--- src/sv/rcdm_pkg.sv ---
// Shared types and constants for the differential drive mixer.
// No dependencies; imported by every module of the block.
package rcdm_pkg;

  localparam int RAW_W   = 11;
  localparam int Q14_W   = 16;
  localparam int SCALE_W = 15;
  localparam int MAG_W   = 15;
  localparam int MIX_W   = 17;
  localparam int DENOM_W = 16;
  localparam int PROD_W  = 30;
  localparam int QUO_W   = 15;

  localparam logic [RAW_W-1:0]   RC_CENTRE = 11'd992;
  localparam logic [9:0]         RC_SPAN   = 10'd819;
  localparam logic [MAG_W-1:0]   Q14_ONE   = 15'd16384;
  // ceil(2^34 / 819): |d| * 2^14 / 819 == (|d| * RECIP_M) >> 20 for |d| <= 819
  localparam logic [24:0]        RECIP_M     = 25'd20976642;
  localparam int                 RECIP_SHIFT = 20;

  typedef enum logic [2:0] {
    CFG_ARM_THR        = 3'd0,
    CFG_SPEED_LOW_THR  = 3'd1,
    CFG_SPEED_HIGH_THR = 3'd2,
    CFG_SLOW_SCALE     = 3'd3,
    CFG_MEDIUM_SCALE   = 3'd4,
    CFG_FAST_SCALE     = 3'd5
  } cfg_idx_e;

  typedef enum logic [1:0] {
    SPEED_SLOW   = 2'd0,
    SPEED_MEDIUM = 2'd1,
    SPEED_FAST   = 2'd2
  } speed_mode_e;

  typedef struct packed {
    logic signed [Q14_W-1:0] arm_thr;
    logic signed [Q14_W-1:0] speed_low_thr;
    logic signed [Q14_W-1:0] speed_high_thr;
    logic [SCALE_W-1:0]      slow_scale;
    logic [SCALE_W-1:0]      medium_scale;
    logic [SCALE_W-1:0]      fast_scale;
  } cfg_t;

  // One classified command pair, handed from the front to the back
  typedef struct packed {
    logic signed [MIX_W-1:0] left_mix;
    logic signed [MIX_W-1:0] right_mix;
    logic [SCALE_W-1:0]      scale;
    logic [DENOM_W-1:0]      denom;
    logic                    armed;
    speed_mode_e             mode;
  } mix_item_t;

endpackage

--- src/sv/rcdm_queue.sv ---
// Short queue between the front and the back of the mixer.
// Depends on rcdm_pkg for the item type.
module rcdm_queue #(
  parameter int Depth = 4
) (
  input  logic                clk_i,
  input  logic                rst_ni,
  input  logic                in_valid_i,
  output logic                in_ready_o,
  input  rcdm_pkg::mix_item_t in_item_i,
  output logic                out_valid_o,
  input  logic                out_ready_i,
  output rcdm_pkg::mix_item_t out_item_o
);
  import rcdm_pkg::*;

  localparam int PtrW = (Depth > 1) ? $clog2(Depth) : 1;
  localparam int CntW = $clog2(Depth + 1);

  mix_item_t       mem_q [Depth];
  logic [PtrW-1:0] wr_ptr_q, wr_ptr_d, rd_ptr_q, rd_ptr_d;
  logic [CntW-1:0] cnt_q, cnt_d;
  logic            push, pop;

  assign in_ready_o  = (cnt_q != CntW'(Depth));
  assign out_valid_o = (cnt_q != '0);
  assign push        = in_valid_i && in_ready_o;
  assign pop         = out_valid_o && out_ready_i;
  assign out_item_o  = mem_q[rd_ptr_q];

  always_comb begin
    wr_ptr_d = wr_ptr_q;
    rd_ptr_d = rd_ptr_q;
    cnt_d    = cnt_q;
    if (push) begin
      wr_ptr_d = (wr_ptr_q == PtrW'(Depth - 1)) ? '0 : wr_ptr_q + 1'b1;
    end
    if (pop) begin
      rd_ptr_d = (rd_ptr_q == PtrW'(Depth - 1)) ? '0 : rd_ptr_q + 1'b1;
    end
    if (push && !pop) begin
      cnt_d = cnt_q + 1'b1;
    end else if (pop && !push) begin
      cnt_d = cnt_q - 1'b1;
    end
  end

  always_ff @(posedge clk_i) begin
    if (push) begin
      mem_q[wr_ptr_q] <= in_item_i;
    end
  end

  always_ff @(posedge clk_i or negedge rst_ni) begin
    if (!rst_ni) begin
      wr_ptr_q <= '0;
      rd_ptr_q <= '0;
      cnt_q    <= '0;
    end else begin
      wr_ptr_q <= wr_ptr_d;
      rd_ptr_q <= rd_ptr_d;
      cnt_q    <= cnt_d;
    end
  end

endmodule

--- config.mk ---
export PLATFORM = sky130hd
export DESIGN_NAME = rcdm_queue
export DESIGN_NICKNAME = d
export VERILOG_FILES = /design/src/sv/rcdm_pkg.sv /design/src/sv/rcdm_queue.sv
export SDC_FILE = /design/constraint.sdc
export NUM_CORES = 1
export LEC_CHECK = 0
export BUFFER_PORTS_ARGS = -buffer_cell sky130_fd_sc_hd__buf_2
export CAP_MARGIN = 20
export CORE_UTILIZATION = 53
export CTS_CLUSTER_SIZE = 16
export DETAILED_ROUTE_END_ITERATION = 7
export GPL_TIMING_DRIVEN = 0
export PLACE_DENSITY = 0.76
export SYNTH_ARGS = -nofsm -noshare
export SYNTH_HDL_FRONTEND = slang
export SYNTH_SLANG_ARGS = --single-unit
--- constraint.sdc ---
create_clock -name clk_i -period 2.8 [get_ports clk_i]
set_clock_uncertainty 0.15 [all_clocks]
set_input_delay 0.56 -clock clk_i [delete_from_list [all_inputs] [get_ports clk_i]]
set_output_delay 0.56 -clock clk_i [all_outputs]
set_load 0.005 [all_outputs]
# Yosys cells after proc, flatten, opt, wreduce, memory -nomap -nowiden

Memory sizes are Yosys's and may differ from the RTL's.
Index checks and enable logic that the tools add are counted.
Widths: inputs -> output; s select.

Register bits: 7
RAM bits: 272
Input port bits: 72
Output and inout bits: 70
Memories kept: 1

Memory list:

| memory | words | bits a word | read ports | clocked after Yosys merged registers in | wr ports | RTL line         | source |
|---|---|---|---|---|---|---|---|
| mem_q  | 4     | 68          | 1          | 0                                       | 1        | rcdm_queue.sv:20 | `mix_item_t mem_q [Depth];` |

Add/subtract/negate cells: 4
Equal/unequal tests: 3
Multiplexer cells: 6
Reductions and logical operators: 8

Operators by type and width:

| cell                | number |
|---|---|
| $mux 3              | 2 |
| $add 2x1->2 const B | 2 |
| $eq 2x2->1 const B  | 2 |
| $logic_and 1x1->1   | 4 |
| $mux 2              | 2 |
| $add 3x1->3 const B | 1 |
| $ne 3x3->1 const B  | 1 |
| $reduce_bool 3->1   | 1 |
| $sub 3x1->3 const B | 1 |
| $logic_not 1->1     | 2 |
| $mux 1              | 2 |
| $reduce_bool 2->1   | 1 |

# Logic depth before layout (Yosys ltp)

Depth after elaboration: 6
Depth in mapped cells: 8

# Worst setup path before layout

OpenSTA, ideal clock, no wires.

Path type: flip-flop to flip-flop
Start point: reg cnt_q[1]
End point: reg cnt_q[2]
Library setup time: 79 ps
Arrival: 2008 ps
Required time: 2571 ps
Path slack: 563 ps
Cell stages (with the launch flop): 9
Buffers on the path: 0
Clock period less this slack: 2237 ps
Cells stage by stage: dfrtp_1 > or3_2 > nand2_1 > ha_1 > inv_1 > fa_1 > xor2_1 > nor2_1 > xor2_1

Word-level cells in the longest chain between the ends: 5
Elaborated cells on any way between the ends: 13

Ends and longest elaborated chain:

| what                                        | RTL line         | source |
|---|---|---|
| start: declaration                          | rcdm_queue.sv:22 | `logic [CntW-1:0] cnt_q, cnt_d;` |
| start signal: assignment                    | rcdm_queue.sv:62 | `cnt_q <= cnt_d;` |
| $reduce_bool 3->1 (*)                       | rcdm_queue.sv:26 | `assign out_valid_o = (cnt_q != '0);` |
| via out_valid_o                             | rcdm_queue.sv:11 | `output logic out_valid_o,` |
| $logic_and 1x1->1 (*)                       | rcdm_queue.sv:28 | `assign pop = out_valid_o && out_ready_i;` |
| $logic_not 1->1                             | rcdm_queue.sv:41 | `if (push && !pop) begin` |
| $logic_and 1x1->1                           | rcdm_queue.sv:41 |  |
| $mux 3 or $reduce_bool 2->1 (tied branches) | -                |  |

Mark *: on every way through the listed nets, which the timed path passes. The rest lies on a longest branch. The select of a mux whose other input is x is not followed.
A chain may end at the register's enable or synchronous reset.

==> summary.md <==
| Metric | Value |
|---|---|
| Outcome | `complete, no violations` |
| Drt wl/cell | `20.43 µm` |
| Chip height | `140.9 µm` |
| P_int | `approximately 0.0093 W` |
| Synth Area in Simple Gates | `0.007101` |
| Sink Count | `approximately 280` |
| 1st-pass router iterations | `5` |
| Leakage | `4.219 nW` |
| Hold Vio Cnt, Final | `0` |
| Max-cap violations | `0` |
| Total number of yosys warnings | `0` |
| Total power | `roughly 0.013 W` |
| CP required | `2.09 ns` |
| WP depth | `4` |
| Overflow after GRT | `0` |
| Critical-path top delay cell | `mux4_2` |
| Proportion of netlist area held by the largest area contributor | `0.7992` |
| Peak supply drop | `around 0.7 mV` |
| Layout cells sized above 1 | `0.4710` |
| Placed cells | `797` |
| Final setup violation count | `0` |
| Worst skew pair latency | `about 0.52 ns` |
| Slew HR | `0.6267` |
| Starting density of the core | `0.5427` |
| Post-synthesis mux area share | `0.1561` |
| Post-DP HPWL | `10.64 mm` |
| CP Cell Sequence | `buf_2 -> clkbuf_2 -> mux4_2 -> buf_2` |
| Synth Area in XOR/XNOR | `0.002571` |
| Vias in the first global route | `4970` |
| TritonCTS clock tree | `built` |
| Mapped cell area | `between 10000 and 15000 µm²` |
| Ys async rst share | `0.02509` |
| First-pass GRT wire length | `27.39 mm` |
| Power per cell area | `1036 nW/µm²` |
| Clock root buffer | `clkbuf_16` |
| P&R area growth vs syn | `19.72%` |
| Post-synth net total | `471` |
| CP delay by family, top | `buffers and inverters` |
| Final Cycle Share | `0.9693` |
| Worst r2r src | `cnt_q[1]$_DFFE_PN0P_` |
| Buf/Inv on CP | `3` |
| Top cells by area, synth | `edfxtp_1, mux4_2, dfrtp_1` |
| Synth cell types | `19` |
| H-tree Lvls | `1` |
| Final WL | `17.30 mm` |
| Final Max Slew Viols | `0` |
| Top cells by count, synth | `edfxtp_1, mux4_2, buf_2` |
| Std cell rows | `50` |
| Seq pwr share | `0.451` |
| Core Area | `18830 µm²` |
| TritonCTS Buffers | `28` |
| Post-synth EDFFs | `272` |
| CP Capture Point | `out_item_o[37]` |
| Post-Layout Cell Count | `847` |
| Complex-gate fraction of the synthesized area | `0` |
| Hold Crit Class | `in -> reg` |
| Die width | `140.9 µm` |
| IO buf count | `141` |
| Post-synthesis register bit count | `279` |
| CP Capture Type | `output pin` |
| Primary FF master, synth | `edfxtp_1` |
| Comb pwr share | `0.289` |
| Synthesized instance count | `between 300 and 400` |
| Register-to-Register Path Depth | `8` |
| R2R setup slack | `approximately 0.35 ns` |
| Post-route DRC | `0` |
| Tmin final | `2.714 ns` |
| Kind of critical path | `reg -> out` |
| Arrival time of the worst setup path | `about 2.0 ns` |
| Reg2reg end | `cnt_q[2]$_DFFE_PN0P_` |
| Count leader, synth | `edfxtp_1` |
| Largest family of logic cells by synthesized area | `multiplexers` |
| CP max FO | `10` |
| Die ar. | `19840 µm²` |
| Unrepaired setup endpoints after global routing | `no` |
| Area leader, netlist | `edfxtp_1` |
| Drt via density | `5.416` |
| Nets | `647` |
| Fmax | `around 370 MHz` |
| Clock power frac | `0.260` |
| Antenna violations before repair | `1` |
| Placed cell area | `about 11000 µm²` |
| Final Wtd Congestion | `just over 0.7` |
| Crit path from | `rd_ptr_q[1]$_DFFE_PN0P_` |
| Largest net degree at the start of global routing | `38` |
| Clk slew on worst S/H paths | `roughly 0.06 ns` |
| Max incr delay on CP | `between 0.3 and 0.4 ns` |
| All-Layer GR Usage | `0.1841` |
| Top Ports | `142` |
| Worst Setup Start Kind | `flop` |
| Routed Antenna Nets | `0` |
| Sw Pwr | `0.003421 W` |
| Post-synthesis sequential area ratio | `0.8164` |
| Most frequent CP cell | `buf_2` |
| Iteration-0 DRC Markers | `171` |
| Syn avg cell area | `26.07 µm²` |
| Tightest Pin Transition | `0.5600 ns` |
| Via count | `4587` |
| Final setup TNS | `0 ns` |
| Max Root-Sink Buffers | `3` |
| Adder-Cell Fraction of Synth Area | `0.009305` |
| Design area | `between 10000 and 15000 µm²` |
| Switching part of the total power | `0.2699` |
-- worst min path at each step --
stage,to,start,cells after the start
2_1_floorplan,cnt_q[0]$_DFFE_PN0P_,rst_ni,0
3_3_place_gp,cnt_q[2]$_DFFE_PN0P_,rst_ni,1
3_5_place_dp,cnt_q[2]$_DFFE_PN0P_,rst_ni,1
4_1_cts,mem_q[2][4]$_DFFE_PP_,in_item_i[4],1
5_1_grt,mem_q[2][4]$_DFFE_PP_,in_item_i[4],1
6_report,mem_q[3][31]$_DFFE_PP_,in_item_i[31],1
-- metrics by stage --
step | hold WS, ns | setup slack (ns) | util
finish | 0.09612 | 0.08588 | 0.6498
global route | 0.07563 | 0.01467 | 0.6496
CTS | 0.07435 | 0.01281 | 0.6488
detailed placement | 0.2515 | 0.3474 | 0.6025
global placement | 0.2484 | 0.03371 | 0.5975
floorplan | 0.1144 | 0.5627 | -
-- layer usage --
metal	vias up	global-route usage	wire length [µm]
met1	2368	0.2361	7083
li1	2036	-	-
met2	149	0.3140	8713
met4	0	0.05492	446
met5	-	0	0
met3	34	0.04586	1056
-- cells by family (layout without fill, tap and decap cells) --
logic type	after synthesis	in the layout
flip-flops	279	279
other	0	1
buffers and inverters	19	213
multiplexers	73	73
adder cells (fa/ha/maj)	7	7
AND/OR/NAND/NOR	11	11
XOR/XNOR	3	3
-- area by class of cell --
| type | instances | area (µm²) |
|---|---|---|
| repair buffers | 146 | 795.8 |
| inverters | 3 | 11.26 |
| clock buffers | 33 | 740.7 |
| flip-flops and latches | 279 | 8343 |
| plain buffers | 16 | 142.6 |
| multi-input cells | 94 | 1804 |
| diodes | 1 | 2.502 |
| clock inverters | 15 | 70.07 |
| well taps | 260 | 325.3 |
| fillers | 1239 | 6595 |
-- flip-flops by register name, summed over array words and instances, names as in the netlist --
| register | flops |
|---|---|
| mem_q | 272 |
| cnt_q | 3 |
| rd_ptr_q | 2 |
| wr_ptr_q | 2 |
-- power groups by stage --
| stage | Clock [W] | Combinational, W | Sequential, W |
|---|---|---|---|
| floorplan | 0 | 0.00222 | 0.00574 |
| detailed placement | 0 | 0.00363 | 0.00581 |
| global placement | 0 | 0.00349 | 0.00579 |
| global route | 0.00351 | 0.00399 | 0.00578 |
| finish | 0.00329 | 0.00367 | 0.00572 |
| CTS | 0.00337 | 0.00375 | 0.00572 |
-- placed cells by master, fill, tap and decap left out, drive strengths merged --
master and n:
xnor2 1, or3b 1, dfrtp 7, and3 4, ha 6, mux4 68, inv 4, edfxtp 272
fa 1, nand2 1, diode 1, dlygate4sd3 1, or3 1, buf 156, clkbuf 38, mux2 5
clkinv 14, xor2 2, and2 1, nor2 3
-- timing repair --
action / CTS / global route
endpoints found under the setup margin: 68 / 19
resized for setup: 20 / 4
hold endpoints to repair: 7 / 0
hold buffers: 1 / 0
buffers inserted: 0 / 0
No activity file was read; power rests on OpenSTA's default activity.
