$ cat src/sv/rcdm_pkg.sv
// Shared types and constants for the differential drive mixer.
// No dependencies; imported by every module of the block.
package rcdm_pkg;

  localparam int RAW_W   = 11;
  localparam int Q14_W   = 16;
  localparam int SCALE_W = 15;
  localparam int MAG_W   = 15;
  localparam int MIX_W   = 17;
  localparam int DENOM_W = 16;
  localparam int PROD_W  = 30;
  localparam int QUO_W   = 15;

  localparam logic [RAW_W-1:0]   RC_CENTRE = 11'd992;
  localparam logic [9:0]         RC_SPAN   = 10'd819;
  localparam logic [MAG_W-1:0]   Q14_ONE   = 15'd16384;
  // ceil(2^34 / 819): |d| * 2^14 / 819 == (|d| * RECIP_M) >> 20 for |d| <= 819
  localparam logic [24:0]        RECIP_M     = 25'd20976642;
  localparam int                 RECIP_SHIFT = 20;

  typedef enum logic [2:0] {
    CFG_ARM_THR        = 3'd0,
    CFG_SPEED_LOW_THR  = 3'd1,
    CFG_SPEED_HIGH_THR = 3'd2,
    CFG_SLOW_SCALE     = 3'd3,
    CFG_MEDIUM_SCALE   = 3'd4,
    CFG_FAST_SCALE     = 3'd5
  } cfg_idx_e;

  typedef enum logic [1:0] {
    SPEED_SLOW   = 2'd0,
    SPEED_MEDIUM = 2'd1,
    SPEED_FAST   = 2'd2
  } speed_mode_e;

  typedef struct packed {
    logic signed [Q14_W-1:0] arm_thr;
    logic signed [Q14_W-1:0] speed_low_thr;
    logic signed [Q14_W-1:0] speed_high_thr;
    logic [SCALE_W-1:0]      slow_scale;
    logic [SCALE_W-1:0]      medium_scale;
    logic [SCALE_W-1:0]      fast_scale;
  } cfg_t;

  // One classified command pair, handed from the front to the back
  typedef struct packed {
    logic signed [MIX_W-1:0] left_mix;
    logic signed [MIX_W-1:0] right_mix;
    logic [SCALE_W-1:0]      scale;
    logic [DENOM_W-1:0]      denom;
    logic                    armed;
    speed_mode_e             mode;
  } mix_item_t;

endpackage

$ cat src/sv/rcdm_back.sv
// Back end: scales both mix sums, divides them by the shared divisor in a
// one-bit-per-stage pipeline and holds the result. Depends on rcdm_pkg.
module rcdm_back (
  input  logic                              clk_i,
  input  logic                              rst_ni,
  input  logic                              in_valid_i,
  output logic                              in_ready_o,
  input  rcdm_pkg::mix_item_t               in_item_i,
  output logic                              out_valid_o,
  input  logic                              out_ready_i,
  output logic signed [rcdm_pkg::Q14_W-1:0] left_drive_o,
  output logic signed [rcdm_pkg::Q14_W-1:0] right_drive_o,
  output logic                              is_armed_o,
  output rcdm_pkg::speed_mode_e             speed_mode_o
);
  import rcdm_pkg::*;

  logic                    en;
  logic [QUO_W:0]          vld_q;
  logic                    out_vld_q;

  // Lane 0 carries the left sum, lane 1 the right sum
  logic [PROD_W-1:0]       rem_q [0:1][0:QUO_W];
  logic [QUO_W-1:0]        quo_q [0:1][0:QUO_W];
  logic                    neg_q [0:1][0:QUO_W];
  logic [DENOM_W-1:0]      denom_q [0:QUO_W];
  logic                    armed_q [0:QUO_W];
  speed_mode_e             mode_q [0:QUO_W];

  logic [PROD_W-1:0]       dsh [1:QUO_W];
  logic                    ge [0:1][1:QUO_W];
  logic [PROD_W-1:0]       rem_d [0:1][1:QUO_W];
  logic [QUO_W-1:0]        quo_d [0:1][1:QUO_W];

  logic signed [MIX_W-1:0] mix_in [0:1];
  logic [MIX_W-1:0]        mix_abs [0:1];
  logic [PROD_W-1:0]       prod [0:1];
  logic signed [Q14_W-1:0] drive_d [0:1];
  logic signed [Q14_W-1:0] drive_q [0:1];
  logic                    armed_out_q;
  speed_mode_e             mode_out_q;

  assign en         = !out_vld_q || out_ready_i;
  assign in_ready_o = en;

  // Entry stage: magnitude times scale, one multiplier per lane
  always_comb begin
    mix_in[0] = in_item_i.left_mix;
    mix_in[1] = in_item_i.right_mix;
    for (int j = 0; j < 2; j++) begin
      mix_abs[j] = mix_in[j][MIX_W-1] ? MIX_W'(-mix_in[j]) : MIX_W'(mix_in[j]);
      prod[j]    = {14'd0, mix_abs[j][DENOM_W-1:0]} * {15'd0, in_item_i.scale};
    end
  end

  // Divider stages: stage k settles quotient bit QUO_W-k, MSB first
  always_comb begin
    for (int k = 1; k <= QUO_W; k++) begin
      dsh[k] = PROD_W'(denom_q[k-1]) << (QUO_W - k);
      for (int j = 0; j < 2; j++) begin
        ge[j][k]    = rem_q[j][k-1] >= dsh[k];
        rem_d[j][k] = ge[j][k] ? rem_q[j][k-1] - dsh[k] : rem_q[j][k-1];
        quo_d[j][k] = {quo_q[j][k-1][QUO_W-2:0], ge[j][k]};
      end
    end
    for (int j = 0; j < 2; j++) begin
      drive_d[j] = neg_q[j][QUO_W] ? -$signed({1'b0, quo_q[j][QUO_W]})
                                   : $signed({1'b0, quo_q[j][QUO_W]});
    end
  end

  always_ff @(posedge clk_i) begin
    if (en) begin
      for (int j = 0; j < 2; j++) begin
        rem_q[j][0] <= prod[j];
        quo_q[j][0] <= '0;
        neg_q[j][0] <= mix_in[j][MIX_W-1];
      end
      denom_q[0] <= in_item_i.denom;
      armed_q[0] <= in_item_i.armed;
      mode_q[0]  <= in_item_i.mode;
      for (int k = 1; k <= QUO_W; k++) begin
        for (int j = 0; j < 2; j++) begin
          rem_q[j][k] <= rem_d[j][k];
          quo_q[j][k] <= quo_d[j][k];
          neg_q[j][k] <= neg_q[j][k-1];
        end
        denom_q[k] <= denom_q[k-1];
        armed_q[k] <= armed_q[k-1];
        mode_q[k]  <= mode_q[k-1];
      end
      drive_q[0]  <= drive_d[0];
      drive_q[1]  <= drive_d[1];
      armed_out_q <= armed_q[QUO_W];
      mode_out_q  <= mode_q[QUO_W];
    end
  end

  always_ff @(posedge clk_i or negedge rst_ni) begin
    if (!rst_ni) begin
      vld_q     <= '0;
      out_vld_q <= 1'b0;
    end else if (en) begin
      vld_q     <= {vld_q[QUO_W-1:0], in_valid_i};
      out_vld_q <= vld_q[QUO_W];
    end
  end

  assign out_valid_o   = out_vld_q;
  assign left_drive_o  = drive_q[0];
  assign right_drive_o = drive_q[1];
  assign is_armed_o    = armed_out_q;
  assign speed_mode_o  = mode_out_q;

endmodule

$ cat config.mk
export PLATFORM = sky130hd
export DESIGN_NAME = rcdm_back
export DESIGN_NICKNAME = d
export VERILOG_FILES = /design/src/sv/rcdm_pkg.sv /design/src/sv/rcdm_back.sv
export SDC_FILE = /design/constraint.sdc
export NUM_CORES = 2
export LEC_CHECK = 0
export ABC_AREA = 1
export BUFFER_PORTS_ARGS = -buffer_cell sky130_fd_sc_hd__clkbuf_2
export CORE_ASPECT_RATIO = 0.7
export CORE_MARGIN = 3
export CORE_UTILIZATION = 35
export DETAILED_ROUTE_END_ITERATION = 16
export SETUP_SLACK_MARGIN = 0.2
export SLEW_MARGIN = 25
export SYNTH_ARGS = -nofsm -noshare
export SYNTH_HDL_FRONTEND = slang
export SYNTH_SLANG_ARGS = --single-unit
$ cat constraint.sdc
create_clock -name clk_i -period 141.8 [get_ports clk_i]
set_input_delay 21.27 -clock clk_i [delete_from_list [all_inputs] [get_ports clk_i]]
set_output_delay 21.27 -clock clk_i [all_outputs]
set_load 0.01 [all_outputs]
Word level (Yosys, flattened, before mapping)
Memories as Yosys holds them, arrays and structs flattened. A register that Yosys moved wholly into a read port is not among the register bits.
Index checks and enable logic that the tools add are counted.

operators by class
  add/sub/neg operators = 34
  $mul = 2
  magnitude comparators = 30
  multiplexer cells = 36
  reduce and logical (&&, ||, !) cells = 2

operators with widths
  kind                                          number
  2-to-1 mux 30 bit                             30
  2-to-1 mux 16 bit                             4
  greater-or-equal comparator 30 x 16 -> 1 bit  2
  greater-or-equal comparator 30 x 17 -> 1 bit  2
  greater-or-equal comparator 30 x 18 -> 1 bit  2
  greater-or-equal comparator 30 x 19 -> 1 bit  2
  greater-or-equal comparator 30 x 20 -> 1 bit  2
  greater-or-equal comparator 30 x 21 -> 1 bit  2
  greater-or-equal comparator 30 x 22 -> 1 bit  2
  greater-or-equal comparator 30 x 23 -> 1 bit  2
  greater-or-equal comparator 30 x 24 -> 1 bit  2
  greater-or-equal comparator 30 x 25 -> 1 bit  2
  greater-or-equal comparator 30 x 26 -> 1 bit  2
  greater-or-equal comparator 30 x 27 -> 1 bit  2
  greater-or-equal comparator 30 x 28 -> 1 bit  2
  greater-or-equal comparator 30 x 29 -> 1 bit  2
  greater-or-equal comparator 30 bit            2
  multiplier 16 x 15 -> 30 bit                  2
  subtractor 30 x 16 -> 30 bit                  2
  subtractor 30 x 17 -> 30 bit                  2
  subtractor 30 x 18 -> 30 bit                  2
  subtractor 30 x 19 -> 30 bit                  2
  subtractor 30 x 20 -> 30 bit                  2
  subtractor 30 x 21 -> 30 bit                  2
  14 further kinds                              26

word-level totals
  register bits = 17
  bits in writable memories = 1,778
  output and inout bits = 37
  memories = 7

memories
  name             depth  bits a word  rd ports  clocked after memory_dff  wr ports  line             RTL
  rem_q            2      480          2         0                         2         rcdm_back.sv:23  logic [PROD_W-1:0] rem_q [0:1][0:QUO_W];
  quo_q            2      225          2         0                         2         rcdm_back.sv:24  logic [QUO_W-1:0] quo_q [0:1][0:QUO_W];
  denom_q          16     16           15        0                         16        rcdm_back.sv:26  logic [DENOM_W-1:0] denom_q [0:QUO_W];
  drive_q          2      16           2         0                         2         rcdm_back.sv:39  logic signed [Q14_W-1:0] drive_q [0:1];
  mode_q           16     2            16        1                         16        rcdm_back.sv:28  speed_mode_e mode_q [0:QUO_W];
  neg_q            2      16           2         0                         2         rcdm_back.sv:25  logic neg_q [0:1][0:QUO_W];
  1 more memories  n/a    n/a          n/a       n/a                       n/a       n/a

Logic depth before layout (Yosys ltp)
  depth in word-level cells = 4
  gate-level depth with buffers = 35
  depth with buffers taken out = 34

Worst setup path before layout
No wires, ideal clock.

  path kind = input -> output
  from = input out_ready_i
  to = output in_ready_o
  data arrival time = 61,813 ps
  data required time = 120,530 ps
  slack = 58,717 ps
  stages = 3
  buffers on the path = 1
  path through = inv_1 -> nand2_1 -> clkbuf_1

on the way
  longest elaborated chain between the ends = 1

ends and longest elaborated chain
  what              line             RTL
  from (decl)       rcdm_back.sv:10  input logic out_ready_i,
  logical OR 1 bit  rcdm_back.sv:43  assign en = !out_vld_q || out_ready_i;
  to (decl)         rcdm_back.sv:7   output logic in_ready_o,

Every way passes these cells.

Final worst setup path
Same ends and word-level chain as after synthesis.

==> impl_metrics.json <==
{
  "status": "completed",
  "cts_repair_resize_count": 0,
  "wl_per_cell_um": 17.6,
  "fp.dieH_um": 472,
  "first_global_vias": 81200,
  "synth_edf_count": 1495,
  "drv_slew": 0,
  "setup_viol": 0,
  "synth_top_area_share_pct": 41.3,
  "rr_endpoint": "rem_q[0][445]$_DFFE_PP_",
  "ys_seq_elements": 1512,
  "synth_simple_gate_area_share_pct": 27.2,
  "critPathRequiredTime_ns": 120.53,
  "nNetsFinal": 14800,
  "synth_top_family_by_area": "simple AND/OR/NAND/NOR gates",
  "grt_max_degree": 198,
  "pre_cts_ws_ns": 98.09,
  "dpl.cell_count": 17600,
  "dieArea_um2": 318000,
  "holdBufCountCts": 0,
  "ys_async_sr_fraction_pct": 1.12,
  "clockBufferDepth": 4,
  "fin_crit_sh_pct": 30.8,
  "grt-ovfl-total": 0,
  "synth_largest_area_cell": "edfxtp_1",
  "avgSynthCellArea_um2": 8.08,
  "synth_mux_area_share_pct": 0.0104,
  "end_kind": "output port",
  "grt_pass1_wl_um": 482000,
  "yosysWarnings": 0,
  "clock-sinks": 1512,
  "grt_most_used_layer": "met1",
  "hold_viol_final": 0,
  "postCtsSetupBuffers": 0,
  "synthXorXnorAreaFrac_pct": 2.73,
  "rr_startpoint": "out_valid_o$_DFFE_PN0P_",
  "synthFlopType": "edfxtp_1",
  "reg2regPathDepth": 7,
  "vias": 87500,
  "netlist_instances": 13500,
  "rsz0062_at_grt": "false",
  "yosysUniqueCellTypes": 62,
  "hold_start": "quo_q[0][121]$_DFFE_PP_",
  "fin_skew_ns": 0.0717,
  "worst_ep_arrival_time_ns": 22.39,
  "tns_ns": 0,
  "synth-seq-area-share_pct": 41.7,
  "area_growth_pct": 9.67,
  "synth_fa_ha_area_share_pct": 14.8,
  "dr.pass1.iters": 8,
  "coreArea_um2": 308000,
  "grt_antenna_before_repair": 8,
  "vias_per_cell": 4.89,
  "synth_fp_nets": 14600,
  "synth_area_leaders": "edfxtp_1 (41%), nand2_1 (15%), inv_1 (7.7%)",
  "netlist_area_um2": 109000,
  "die_w_um": 672,
  "final_cells": 17900,
  "cts_inserted_buffers": 164,
  "worst_pin_slew_ns": 1.14,
  "period_needed_ns": 43.66,
  "layout_setup_ws_ns": 98.14,
  "cts-root-buf": "clkbuf_16",
  "grt_util_all_layers_pct": 19.5,
  "whs_path_depth": 0,
  "slew_headroom_pct": 23.3,
  "grtUsageMet3_pct": 2.81,
  "worst_setup_path_start_kind": "primary input",
  "start_util_pct": 35.3,
  "io_pins": 109,
  "drt_iter0_markers": 8355,
  "synth_compound_area_share_pct": 4.86,
  "io_buffers": 108,
  "maxCapViolCount": 0,
  "grtUsageMet1_pct": 29.9,
  "nFillCells": 31500,
  "route.detailed.drc": 0,
  "whs_endpoint": "quo_q[0][107]$_DFFE_PP_",
  "multi_input_area_um2": 54000,
  "clkLatencyLatePin_ns": 0.85,
  "cts_tree": "built",
  "antenna_left": 0,
  "crit_path_max_fanout": 69,
  "crit_type": "primary input to output port",
  "whs_ns": 0.390,
  "register_area_um2": 45300,
  "finalWeightedCongestion": 0.934,
  "postRouteWirelength_um": 315000,
  "fmax_mhz": 22.9,
  "num_rows": 170,
  "use_met2_pct": 28.9,
  "drive_above_1_share_pct": 4.28,
  "hp-class": "register to register",
  "cts.clk_slew.worst_paths_ns": 0.06,
  "cts.htree.levels": 4,
  "hpwl_um": 255000,
  "reg2reg_slack_ns": 136.44
}
[stage by stage]
step | utilization [%] | area [µm²]
global route | 38.7 | 119000
finish | 38.7 | 119000
detailed placement | 37.0 | 114000
floorplan | - | 109000
CTS | 38.7 | 119000
global placement | 37.0 | 114000
[flip-flops by register name, summed over array words and instances (netlist names)]
signal and count:
quo_q 240, mode_q 32, drive_q 32, out_valid_o 1
denom_q 240, rem_q 900, is_armed_o 1, speed_mode_o 2
armed_q 16, vld_q 16, neg_q 32
[metal layers]
metal  wire [µm]  part of all wire, %
met1      156000                   50
met3       21700                  6.9
met5          33                0.010
met2      131000                   42
met4        5850                  1.9
[cell families after synthesis]
logic type / Yosys count
adders and majority gates: 1052
AOI/OAI and AO/OA: 969
and+or+nand+nor: 7180
DFF: 1512
muxes: 1
buffers and inverters: 2417
xor gates and xnor gates: 335
[cells in the mapped netlist, types with 4 or more instances]
cell / number
fa_1: 386
nor3_1: 148
nor2_4: 13
nor4_1: 21
clkbuf_1: 48
a21oi_4: 4
clkinv_1: 16
a21oi_1: 519
xor2_1: 239
o21ai_0: 288
nand2_1: 4422
o21a_1: 12
ha_1: 666
inv_2: 23
xnor2_1: 93
a21boi_0: 5
nand2_2: 29
a21o_1: 18
and2_0: 4
edfxtp_1: 1495
o21ai_1: 22
o21ai_2: 20
nand4_1: 247
buf_4: 20
nor2_2: 35
dfrtp_1: 17
o21bai_1: 38
nand3_2: 15
o211ai_1: 10
buf_2: 39
nand3b_1: 46
nor2_1: 1332
nor3b_1: 5
nand2_4: 7
a31oi_1: 4
or2_2: 10
and2_1: 10
inv_1: 2234
nand3_1: 814
a21oi_2: 24
and3_1: 4
buf_6: 32
[placed cells by master, fill, tap and decap left out, types with 239 or more instances in the layout]
cell type     n
a21oi_1     519
edfxtp_1   1495
fa_1        386
ha_1        666
inv_1      2232
nand2_1    4421
nand3_1     814
nand4_1     247
nor2_1     1329
o21ai_0     288
xor2_1      239
[worst max path at each step]
stage	start	endpoint	slack, ns	depth (start not counted)
2_1_floorplan	out_ready_i	in_ready_o	58.72	3
3_3_place_gp	out_ready_i	in_ready_o	98.09	4
3_5_place_dp	out_ready_i	in_ready_o	98.09	4
4_1_cts	out_ready_i	in_ready_o	98.09	4
5_1_grt	out_ready_i	in_ready_o	98.00	4
6_report	out_ready_i	in_ready_o	98.14	4
[worst max-delay path: stages]
cell and delay, ns:
clkbuf_2 0.08, inv_1 0.05, nand2_4 0.59, clkbuf_2 0.38
[layout make-up]
type	count	area share, %
timing repair buffer	140	0.741
antenna	3	0.00630
inverter	2273	7.15
sequential	1512	38.0
multi-input combinational	9537	45.3
tap	4128	4.33
clock inverter	105	0.953
clock buffer	182	3.56
Power is left out: the tool's default activity adds up to more than one toggle a clock period on the data nets, which glitch-free logic cannot reach.
