## src/sv/rcdm_pkg.sv

```systemverilog
// Shared types and constants for the differential drive mixer.
// No dependencies; imported by every module of the block.
package rcdm_pkg;

  localparam int RAW_W   = 11;
  localparam int Q14_W   = 16;
  localparam int SCALE_W = 15;
  localparam int MAG_W   = 15;
  localparam int MIX_W   = 17;
  localparam int DENOM_W = 16;
  localparam int PROD_W  = 30;
  localparam int QUO_W   = 15;

  localparam logic [RAW_W-1:0]   RC_CENTRE = 11'd992;
  localparam logic [9:0]         RC_SPAN   = 10'd819;
  localparam logic [MAG_W-1:0]   Q14_ONE   = 15'd16384;
  // ceil(2^34 / 819): |d| * 2^14 / 819 == (|d| * RECIP_M) >> 20 for |d| <= 819
  localparam logic [24:0]        RECIP_M     = 25'd20976642;
  localparam int                 RECIP_SHIFT = 20;

  typedef enum logic [2:0] {
    CFG_ARM_THR        = 3'd0,
    CFG_SPEED_LOW_THR  = 3'd1,
    CFG_SPEED_HIGH_THR = 3'd2,
    CFG_SLOW_SCALE     = 3'd3,
    CFG_MEDIUM_SCALE   = 3'd4,
    CFG_FAST_SCALE     = 3'd5
  } cfg_idx_e;

  typedef enum logic [1:0] {
    SPEED_SLOW   = 2'd0,
    SPEED_MEDIUM = 2'd1,
    SPEED_FAST   = 2'd2
  } speed_mode_e;

  typedef struct packed {
    logic signed [Q14_W-1:0] arm_thr;
    logic signed [Q14_W-1:0] speed_low_thr;
    logic signed [Q14_W-1:0] speed_high_thr;
    logic [SCALE_W-1:0]      slow_scale;
    logic [SCALE_W-1:0]      medium_scale;
    logic [SCALE_W-1:0]      fast_scale;
  } cfg_t;

  // One classified command pair, handed from the front to the back
  typedef struct packed {
    logic signed [MIX_W-1:0] left_mix;
    logic signed [MIX_W-1:0] right_mix;
    logic [SCALE_W-1:0]      scale;
    logic [DENOM_W-1:0]      denom;
    logic                    armed;
    speed_mode_e             mode;
  } mix_item_t;

endpackage

```

## src/sv/rcdm_front.sv

```systemverilog
// Front end: normalises the four raw channels to Q14 and classifies the item
// (arm, speed mode, mix sums, divisor). Depends on rcdm_pkg.
module rcdm_front (
  input  logic                         clk_i,
  input  logic                         rst_ni,
  input  logic                         in_valid_i,
  output logic                         in_ready_o,
  input  logic [rcdm_pkg::RAW_W-1:0]   throttle_raw_i,
  input  logic [rcdm_pkg::RAW_W-1:0]   steering_raw_i,
  input  logic [rcdm_pkg::RAW_W-1:0]   arm_raw_i,
  input  logic [rcdm_pkg::RAW_W-1:0]   speed_raw_i,
  input  logic                         link_lost_i,
  input  rcdm_pkg::cfg_t               cfg_i,
  output logic                         out_valid_o,
  input  logic                         out_ready_i,
  output rcdm_pkg::mix_item_t          out_item_o
);
  import rcdm_pkg::*;

  // Returns {negative, magnitude}; magnitude saturates at one in Q14
  function automatic logic [MAG_W:0] norm_chan(input logic [RAW_W-1:0] raw);
    logic signed [RAW_W:0] d;
    logic [RAW_W-1:0]      a;
    logic [34:0]           p;
    logic [MAG_W-1:0]      m;
    d = $signed({1'b0, raw}) - $signed({1'b0, RC_CENTRE});
    a = d[RAW_W] ? RAW_W'(-d) : RAW_W'(d);
    p = {25'd0, a[9:0]} * {10'd0, RECIP_M};
    if (a > RAW_W'(RC_SPAN)) begin
      m = Q14_ONE;
    end else begin
      m = p[RECIP_SHIFT +: MAG_W];
    end
    return {d[RAW_W], m};
  endfunction

  function automatic logic signed [Q14_W-1:0] to_signed(input logic neg,
                                                        input logic [MAG_W-1:0] mag);
    logic signed [Q14_W-1:0] v;
    v = $signed({1'b0, mag});
    return neg ? -v : v;
  endfunction

  logic                    en1, en2;
  logic                    s1_vld_q, s2_vld_q;
  logic                    s1_lost_q;
  logic [MAG_W-1:0]        s1_mag_q [4];
  logic                    s1_neg_q [4];
  logic [MAG_W:0]          norm [4];
  mix_item_t               s2_item_d, s2_item_q;

  logic signed [Q14_W-1:0] t_q14, s_q14, a_q14, sp_q14;
  logic signed [MIX_W-1:0] l_mix, r_mix;
  logic [MIX_W-1:0]        l_abs, r_abs;
  logic [DENOM_W-1:0]      peak;
  logic [SCALE_W-1:0]      scale_sel;
  logic                    armed;

  assign en2        = !s2_vld_q || out_ready_i;
  assign en1        = !s1_vld_q || en2;
  assign in_ready_o = en1;

  assign norm[0] = norm_chan(throttle_raw_i);
  assign norm[1] = norm_chan(steering_raw_i);
  assign norm[2] = norm_chan(arm_raw_i);
  assign norm[3] = norm_chan(speed_raw_i);

  // Stage one: normalised magnitudes, failsafe drops them to zero
  always_ff @(posedge clk_i) begin
    if (en1) begin
      s1_lost_q <= link_lost_i;
      for (int c = 0; c < 4; c++) begin
        s1_mag_q[c] <= link_lost_i ? '0 : norm[c][MAG_W-1:0];
        s1_neg_q[c] <= !link_lost_i && norm[c][MAG_W];
      end
    end
  end

  // Stage two: classify
  always_comb begin
    t_q14  = to_signed(s1_neg_q[0], s1_mag_q[0]);
    s_q14  = to_signed(s1_neg_q[1], s1_mag_q[1]);
    a_q14  = to_signed(s1_neg_q[2], s1_mag_q[2]);
    sp_q14 = to_signed(s1_neg_q[3], s1_mag_q[3]);
    armed  = !s1_lost_q && (a_q14 > cfg_i.arm_thr);

    s2_item_d = '0;
    if (sp_q14 < cfg_i.speed_low_thr) begin
      s2_item_d.mode = SPEED_SLOW;
      scale_sel      = cfg_i.slow_scale;
    end else if (sp_q14 > cfg_i.speed_high_thr) begin
      s2_item_d.mode = SPEED_FAST;
      scale_sel      = cfg_i.fast_scale;
    end else begin
      s2_item_d.mode = SPEED_MEDIUM;
      scale_sel      = cfg_i.medium_scale;
    end

    l_mix = {t_q14[Q14_W-1], t_q14} + {s_q14[Q14_W-1], s_q14};
    r_mix = {t_q14[Q14_W-1], t_q14} - {s_q14[Q14_W-1], s_q14};
    l_abs = l_mix[MIX_W-1] ? MIX_W'(-l_mix) : MIX_W'(l_mix);
    r_abs = r_mix[MIX_W-1] ? MIX_W'(-r_mix) : MIX_W'(r_mix);
    peak  = (l_abs > r_abs) ? l_abs[DENOM_W-1:0] : r_abs[DENOM_W-1:0];

    s2_item_d.scale     = (scale_sel > Q14_ONE) ? Q14_ONE : scale_sel;
    s2_item_d.denom     = (peak > DENOM_W'(Q14_ONE)) ? peak : DENOM_W'(Q14_ONE);
    s2_item_d.armed     = armed;
    s2_item_d.left_mix  = armed ? l_mix : '0;
    s2_item_d.right_mix = armed ? r_mix : '0;
  end

  always_ff @(posedge clk_i) begin
    if (en2) begin
      s2_item_q <= s2_item_d;
    end
  end

  always_ff @(posedge clk_i or negedge rst_ni) begin
    if (!rst_ni) begin
      s1_vld_q <= 1'b0;
      s2_vld_q <= 1'b0;
    end else begin
      if (en1) begin
        s1_vld_q <= in_valid_i;
      end
      if (en2) begin
        s2_vld_q <= s1_vld_q;
      end
    end
  end

  assign out_valid_o = s2_vld_q;
  assign out_item_o  = s2_item_q;

endmodule

```

## config.mk

```make
export PLATFORM = sky130hd
export DESIGN_NAME = rcdm_front
export DESIGN_NICKNAME = d
export VERILOG_FILES = /design/src/sv/rcdm_pkg.sv /design/src/sv/rcdm_front.sv
export SDC_FILE = /design/constraint.sdc
export NUM_CORES = 1
export LEC_CHECK = 0
export BUFFER_PORTS_ARGS = -buffer_cell sky130_fd_sc_hd__buf_2
export CAP_MARGIN = 10
export CORE_MARGIN = 2
export CORE_UTILIZATION = 45
export CTS_CLUSTER_DIAMETER = 200
export DETAILED_ROUTE_END_ITERATION = 16
export GPL_TIMING_DRIVEN = 0
export PLACE_DENSITY = 0.73
export SYNTH_ARGS = -nofsm -noshare
export SYNTH_HDL_FRONTEND = slang
export SYNTH_SLANG_ARGS = --single-unit
export TNS_END_PERCENT = 10
```

## constraint.sdc

```tcl
create_clock -name clk_i -period 6.4 [get_ports clk_i]
set_input_delay 0.64 -clock clk_i [delete_from_list [all_inputs] [get_ports clk_i]]
set_output_delay 0.64 -clock clk_i [all_outputs]
set_load 0.1 [all_outputs]
```

Word level (Yosys, flattened, before mapping):

Memory sizes are Yosys's and may differ from the RTL's.
Index checks and enable logic that the tools add are counted.

* bits in registers: 71
* bits in latches: 0
* input bits: 142
* output and inout port bits: 70
* memories: 2
* ROM bits: 0
* bits in writable memories: 64

* divide/modulo/power cells: 0
* $lt $le $gt $ge: 10
* mux-type cells: 24
* multiply operators: 4
* add/sub/neg operators: 16
* shifts and indexed selects: 0
* reduce and logical (&&, ||, !) cells: 11
* bitwise logic cells: 0
* equality and inequality tests: 0

Memories
* s1_mag_q: depth 4, bits a word 15, rd ports 4, clocked after memory_dff 0, wr ports 4, line rcdm_front.sv:47 `logic [MAG_W-1:0] s1_mag_q [4];`
* s1_neg_q: depth 4, bits a word 1, rd ports 4, clocked after memory_dff 0, wr ports 4, line rcdm_front.sv:48 `logic s1_neg_q [4];`

Operators with widths (number)
* two-way mux 15 bit: 10
* multiplier 10 x 24 -> 34 bit, second input constant: 4
* two-way mux 16 bit: 5
* negation 15 -> 16 bit: 4
* subtractor 11 x 10 -> 12 bit, second input constant: 4
* greater-than comparator 11 x 10 -> 1 bit, second input constant: 4
* two-way mux 11 bit: 4
* negation 11 bit: 4
* two-way mux 17 bit: 2
* negation 17 bit: 2
* greater-than comparator 16 bit: 2
* adder 16 x 16 -> 17 bit: 1
* greater-than comparator 17 bit: 1
* subtractor 16 x 16 -> 17 bit: 1
* greater-than comparator 16 x 15 -> 1 bit, second input constant: 1
* < comparator 16 bit: 1
* greater-than comparator 15 bit, second input constant: 1
* logical AND 1 bit: 5
* logical NOT 1 bit: 4
* logical OR 1 bit: 2
* two-way mux 1 bit: 2
* two-way mux 2 bit: 1

Logic depth before layout (Yosys ltp):

Gate-level depths: netlist (run 1).
An unclocked memory read counts as a cell.

* depth in word-level cells: 9
* gate-level depth with buffers: 28
* gate-level depth less buffers: 26

Least setup slack after synthesis (run 1):

No wires, ideal clock.

* path kind: register -> register
* from: memory s1_mag_q[0][3]
* to: register s2_item_q (netlist bit out_item_o[7]) (data pin)
* data required time: 6113 ps
* path buffers: 1
* slack: 459 ps
* arrival time: 5654 ps
* period minus slack after synthesis: 5941 ps
* stages on the path, launching flop included: 19
* cell sequence: edfxtp_1 > nor3_1 > nand3_1 > or3_1 > o31ai_1 > xnor2_1 > ha_1 > inv_1 > or4_1 > o211ai_1 > nand3_1 > or4_1 > or4_1 > ha_1 > nand4_1 > or4_1 > o21ai_2 > clkbuf_1 > a221oi_1

RTL lines
* start: declaration: line rcdm_front.sv:47
* end signal: assignment: line rcdm_front.sv:114 `s2_item_q <= s2_item_d;`
* end: declaration: line rcdm_front.sv:50 `mix_item_t s2_item_d, s2_item_q;`

==> impl_metrics.ini, run 1 <==
[run_status]
status = completed

[route]
ant_nets = 0
vias_per_cell = 5.58
wl_per_cell_um = 16.2
via_count = 13600
drc = 0
finalWirelength_mm = 39.7
drtIter0Drc = 874
first_pass_iters = 5

[placed_design]
place_congestion = 0.900
place_inst = 2395
hpwl_mm = 32.3
port_buffers = 207

[sta]
setup_viol = 0
finalSetupTns_ns = 0
slew_headroom_pct = 41.9
period_minus_slack_ns = 6.18
tightestPinTransition_ns = 0.871
hold_viol_final = 0
finalCritPeriodShare_pct = 96.6
finalMaxSlewViolations = 0
max_freq_mhz = 162
skew_ns = 0.0136

[synth]
yosysTopAreaCell = edfxtp_1
synth_area_leaders = edfxtp_1 26%, ha_1 19%, xnor2_1 6.2%
netlist_area_um2 = 15400
ys_seq_area_share_pct = 26.0
avgSynthCellArea_um2 = 8.89
async_flop_share_pct = 1.49
ys_warn_count = 0
synth_edf_count = 132
ys_ff_latch = 134
synth_top_area_share_pct = 25.7
ys.flop_type = edfxtp_1
synth_cells = 1736
synth_cell_types = 88
syn_nets = 2125

[finish]
layout.cells.non_filler = 2445
drive_above_1_share_pct = 18.2
final_cell_mix = 235 x ha_1, 209 x buf_2, 163 x nor2_1, 151 x inv_1, 132 x edfxtp_1
mostFrequentLayoutCell = ha_1
syn_to_final_growth_pct = 16.9
nNetsFinal = 2372

[setup_path]
cp-end-kind = flip-flop
arrival_ns = 6.35
required_ns = 6.57
start_kind = flip-flop
crit_fanout = 10
crit_type = reg -> reg

[job]
maxCapViolCount = 0

[clocking]
clk_pin_slew_ns = 0.07
root_buffer = clkbuf_16
cts_buffers = 17
clkSinkCount = 134
clockBufferDepth = 2
worst_skew_pair.late_latency_ns = 0.45
cts_tree = done
h-tree-depth = 4

[floorplan]
dieHeight_um = 189
coreArea_um2 = 33700
io_pins = 212
die_area_um2 = 35800
die_width_um = 189
start_util_pct = 45.8
row_count = 67

[global_route]
grt_usage_pct = 21.7
grt_pass1_wl_mm = 63.8
grt_max_degree = 69
antenna_found_initial = 1
first_global_vias = 13000
overflow = 0

[worst_hold_path]
hold_class = in -> reg
-- cells in the mapped netlist (10+ instances only) --
library cell  instances
a31oi_1              30
or3_1                18
nor2b_1              21
inv_1               152
and3_1               15
o21bai_1             13
a21o_1               46
nand2_1              86
o21ai_0              62
xnor2_1             110
mux2_2               17
nand2b_1             23
xor2_1               70
nand3_1              42
edfxtp_1            132
fa_1                 10
nor2_1              163
nor3_1               59
o31ai_1              24
a211oi_1             23
ha_1                237
a21oi_1             102
and2_1               23
nand4_1              21
clkbuf_1             41
-- layer usage --
metal  up-vias  track usage [%]  routed length, um
li1       6825                -                  -
met1      6374             28.3              18300
met2       386             37.9              18800
met3        53             2.59               1790
met4         0             6.14                827
met5         -                0                  0
-- sequential cells by signal (all words and copies together), names as in the netlist --
| signal | cells |
|---|---|
| s1_lost_q | 1 |
| s1_neg_q | 4 |
| s1_mag_q | 60 |
| s1_vld_q | 1 |
| out_item_o | 67 |
| out_valid_o | 1 |
-- worst max-delay path, stage by stage, from the launching register on --
cell      delay [ns]
edfxtp_1        0.44
nor4_2          0.32
inv_1           0.12
nor3_4          0.18
nand2_1         0.15
o31ai_1         0.27
xnor2_1         0.19
ha_1            0.32
clkbuf_4        0.23
a21oi_4         0.21
a21oi_1         0.11
a41oi_2         0.19
a21oi_1         0.15
or4b_4          0.64
o31ai_4         0.27
xnor2_2         0.11
ha_1            0.36
a21o_1          0.16
a21o_1          0.16
a21oi_1         0.16
o21ai_1         0.17
o21ai_4         0.33
mux2i_4         0.39
buf_6           0.18
a221oi_2        0.06
-- path summary, 6_finish.rpt --
check                          startpoint              to  slack, ns  cells past startpoint
max                        s1_mag_q[1][4]  out_item_o[15]       0.22                     24
max in group asynchronous          rst_ni     out_valid_o       5.80                      2
min in group asynchronous          rst_ni        s1_vld_q       0.50                      2
min                            in_valid_i        s1_vld_q       0.40                      2
min reg2reg                      s1_vld_q     out_valid_o       0.47                      1
max reg2reg                s1_mag_q[1][4]  out_item_o[15]       0.22                     24
-- through the flow --
stage	hold WS [ns]	util, %	instance area (um^2)	setup WS [ns]
after global placement	0.429	50.6	17000	-0.497
final	0.400	53.5	18000	0.219
after floorplan	0.344	-	15400	0.459
after detailed placement	0.431	50.8	17100	-0.699
after global routing	0.389	53.5	18000	-0.0428
after CTS	0.390	52.8	17800	0.00532
-- cell type report --
class,instances,area [um^2]
fillers,3135,15700
multi-input cells,1397,10800
flip-flops and latches,134,4010
repair buffers,230,1270
inverters,152,571
well taps,448,561
clock buffers,17,425
plain buffers,51,228
clock inverters,15,146
diodes,1,2.50
-- what timing repair did --
action                                 in CTS  in global routing
cloned                                      0                  1
resized for setup                           7                 44
endpoints found under the hold margin       2                  0
hold buffers                                1                  0
setup endpoints to repair                  16                 16
pin swaps                                   2                  8
setup buffers                               8                  9
-- logic make-up (layout without fill, tap and decap cells) --
logic type | Yosys count | after routing | share of synthesized area [%]
AOI/OAI and AO/OA | 407 | 407 | 18.4
adders and majority gates | 247 | 247 | 20.5
other | 0 | 1 | 0
DFF | 134 | 134 | 26.0
xor gates and xnor gates | 183 | 183 | 10.5
muxes | 28 | 28 | 2.11
buffers and inverters | 205 | 465 | 5.16
and+or+nand+nor | 532 | 532 | 17.3
Power of run 1 is not shown: default switching activity piles up to over one toggle a cycle in this logic, so the estimate is an artifact.
==> run 2, diff against run 1 <==
--- a/config.mk
+++ b/config.mk
@@ -8,11 +8,11 @@
 export BUFFER_PORTS_ARGS = -buffer_cell sky130_fd_sc_hd__buf_2
 export CAP_MARGIN = 10
 export CORE_MARGIN = 2
-export CORE_UTILIZATION = 45
-export CTS_CLUSTER_DIAMETER = 200
+export CORE_UTILIZATION = 30
+export CTS_CLUSTER_DIAMETER = 80
 export DETAILED_ROUTE_END_ITERATION = 16
 export GPL_TIMING_DRIVEN = 0
-export PLACE_DENSITY = 0.73
+export PLACE_DENSITY = 0.55
 export SYNTH_ARGS = -nofsm -noshare
 export SYNTH_HDL_FRONTEND = slang
 export SYNTH_SLANG_ARGS = --single-unit
==> constraint.sdc (replaced) <==
create_clock -name clk_i -period 6.4 [get_ports clk_i]
set_input_delay 0.64 -clock clk_i [delete_from_list [all_inputs] [get_ports clk_i]]
set_output_delay 0.64 -clock clk_i [all_outputs]
set_load 0.05 [all_outputs]
==> impl_metrics.ini, run 2 (synthesized netlist as in run 1, its figures left out) <==
[pwr]
power_density_nw_per_um2 = 585
ir_worst_vdd_v = 0.000443
power_leakage_nw = 8.27

[placed_design]
place_congestion = 0.875
hpwl_mm = 34.4
port_buffers = 207
placed_area_um2 = 17400

[clocking]
clkSinkCount = 134
clockBufferDepth = 2
worst_skew_pair.late_latency_ns = 0.45
cts_tree = done
h-tree-depth = 4
root_buffer = clkbuf_16
clk_pin_slew_ns = 0.07
cts_buffers = 17

[sta]
holdWs_ns = 0.402
slew_headroom_pct = 36.7
tightestPinTransition_ns = 0.947
setup_viol = 0
skew_ns = 0.0134
hold_viol_final = 0
max_freq_mhz = 161
finalMaxSlewViolations = 0
finalSetupTns_ns = 0
finalCritPeriodShare_pct = 96.8
period_minus_slack_ns = 6.20

[finish]
drive_above_1_share_pct = 18.3
filler_cell_count = 5271
mostFrequentLayoutCell = ha_1
final_area_um2 = 18300
finish.utilization_pct = 35.9
sequential_cell_area_um2 = 4010
multi_input_area_um2 = 10800
syn_to_final_growth_pct = 18.7
nNetsFinal = 2367
largest_reg_flops = 67
final_cell_mix = 235 x ha_1, 210 x buf_2, 161 x nor2_1, 152 x inv_1, 132 x edfxtp_1

[floorplan]
coreArea_um2 = 51100
dieHeight_um = 231
die_width_um = 231
io_pins = 212
row_count = 83
die_area_um2 = 53300
start_util_pct = 30.2

[setup_path]
cp-end-kind = flip-flop
required_ns = 6.58
path_cells = nor3_2 -> nand3_1 -> or3_1 -> o31ai_2 -> xnor2_2 -> ha_2 -> inv_1 -> or4_1 -> o211ai_1 -> nand3_2 -> or4_1 -> or4_1 -> ha_1 -> nand4_1 -> or4_1 -> o21ai_4 -> mux2i_4 -> buf_6 -> a221oi_2
r2r_end = out_item_o[15]
start_kind = flip-flop
critPathMaxStageDelay_ns = 0.61
crit_path_frequent_cell = or4_1
cp_slowest_cell = or4_1
crit_fanout = 10
crit_family = simple AND/OR/NAND/NOR gates
arrival_ns = 6.38
crit_buf_inv = 2
rr_startpoint = s1_mag_q[0][3]
crit_type = reg -> reg
worst-r2r-cell-count = 19
r2r_slack_ns = 0.20

[route]
vias_per_cell = 4.96
first_pass_iters = 5
drtIter0Drc = 711
via_count = 13300
drc = 0
wl_per_cell_um = 15.4
finalWirelength_mm = 41.2
ant_nets = 0

[run_status]
status = completed

[global_route]
use_met1_pct = 20.4
top_usage_layer = met2
overflow = 0
first_global_vias = 13000
grt_use_met3_pct = 2.58
grt_max_degree = 69
grt_usage_pct = 15.4
grt_pass1_wl_mm = 66.5
antenna_found_initial = 3
met2_usage_pct = 25.7

[worst_hold_path]
hold_class = in -> reg
hold_end = s1_vld_q
hold-path-cell-count = 2
worst_hold_startpoint = in_valid_i

[job]
maxCapViolCount = 0
==> run 2: changes by cell type in the layout (fill, tap and decap cells not counted), moves of 3 or more <==
cell and delta:
a21oi_2 +3, a21oi_1 -3, inv_6 -3, buf_4 -3
==> run 2: metrics by stage <==
stage,power [mW],setup WS (ns),instances
3_3_place_gp,9.08,-0.619,2623
2_1_floorplan,7.56,0.459,1736
4_1_cts,10.5,0.00658,2661
5_1_grt,11.7,-0.0292,2672
3_5_place_dp,9.22,-0.577,2626
6_report,10.7,0.203,2673
==> run 2: how the worst max path moves through the flow <==
stage,from,end,slack [ns],cells after the start
floorplan,s1_mag_q[0][3],out_item_o[7],0.46,18
global placement,s1_mag_q[0][3],out_item_o[7],-0.62,26
detailed placement,s1_mag_q[1][4],out_item_o[7],-0.58,27
CTS,s1_mag_q[0][0],out_item_o[15],0.007,24
global route,s1_mag_q[0][3],out_item_o[13],-0.03,19
finish,s1_mag_q[0][3],out_item_o[15],0.20,19
==> run 2: power breakdown <==
group          internal, mW  total, mW  switching (mW)
Clock                 0.558       1.01           0.449
Sequential             1.51       1.66           0.150
Combinational          3.17       8.06            4.88
Total                  5.24       10.7            5.48
==> run 2: routing by layer <==
metal  up-vias  routed length [um]
met2       269               19000
met5         -                  13
li1       6821                   -
met1      6124               19900
met3        36                1740
met4         2                 591
==> run 2: cell type report <==
type,instances,share of cell area (%)
buffer,51,1.26
antenna,2,0.0273
sequential,134,21.9
tap,680,4.64
clock inverter,15,0.969
inverter,152,3.11
timing repair buffer,225,6.66
multi-input combinational,1397,59.1
clock buffer,17,2.32
==> run 2: repair_timing <==
item / in CTS / in global routing
setup endpoints to repair: 16 / 16
endpoints found under the hold margin: 2 / 0
pin swaps: 2 / 8
resized for setup: 8 / 47
setup buffers: 4 / 10
hold buffers: 1 / 0
No activity file was read; power rests on OpenSTA's default activity.
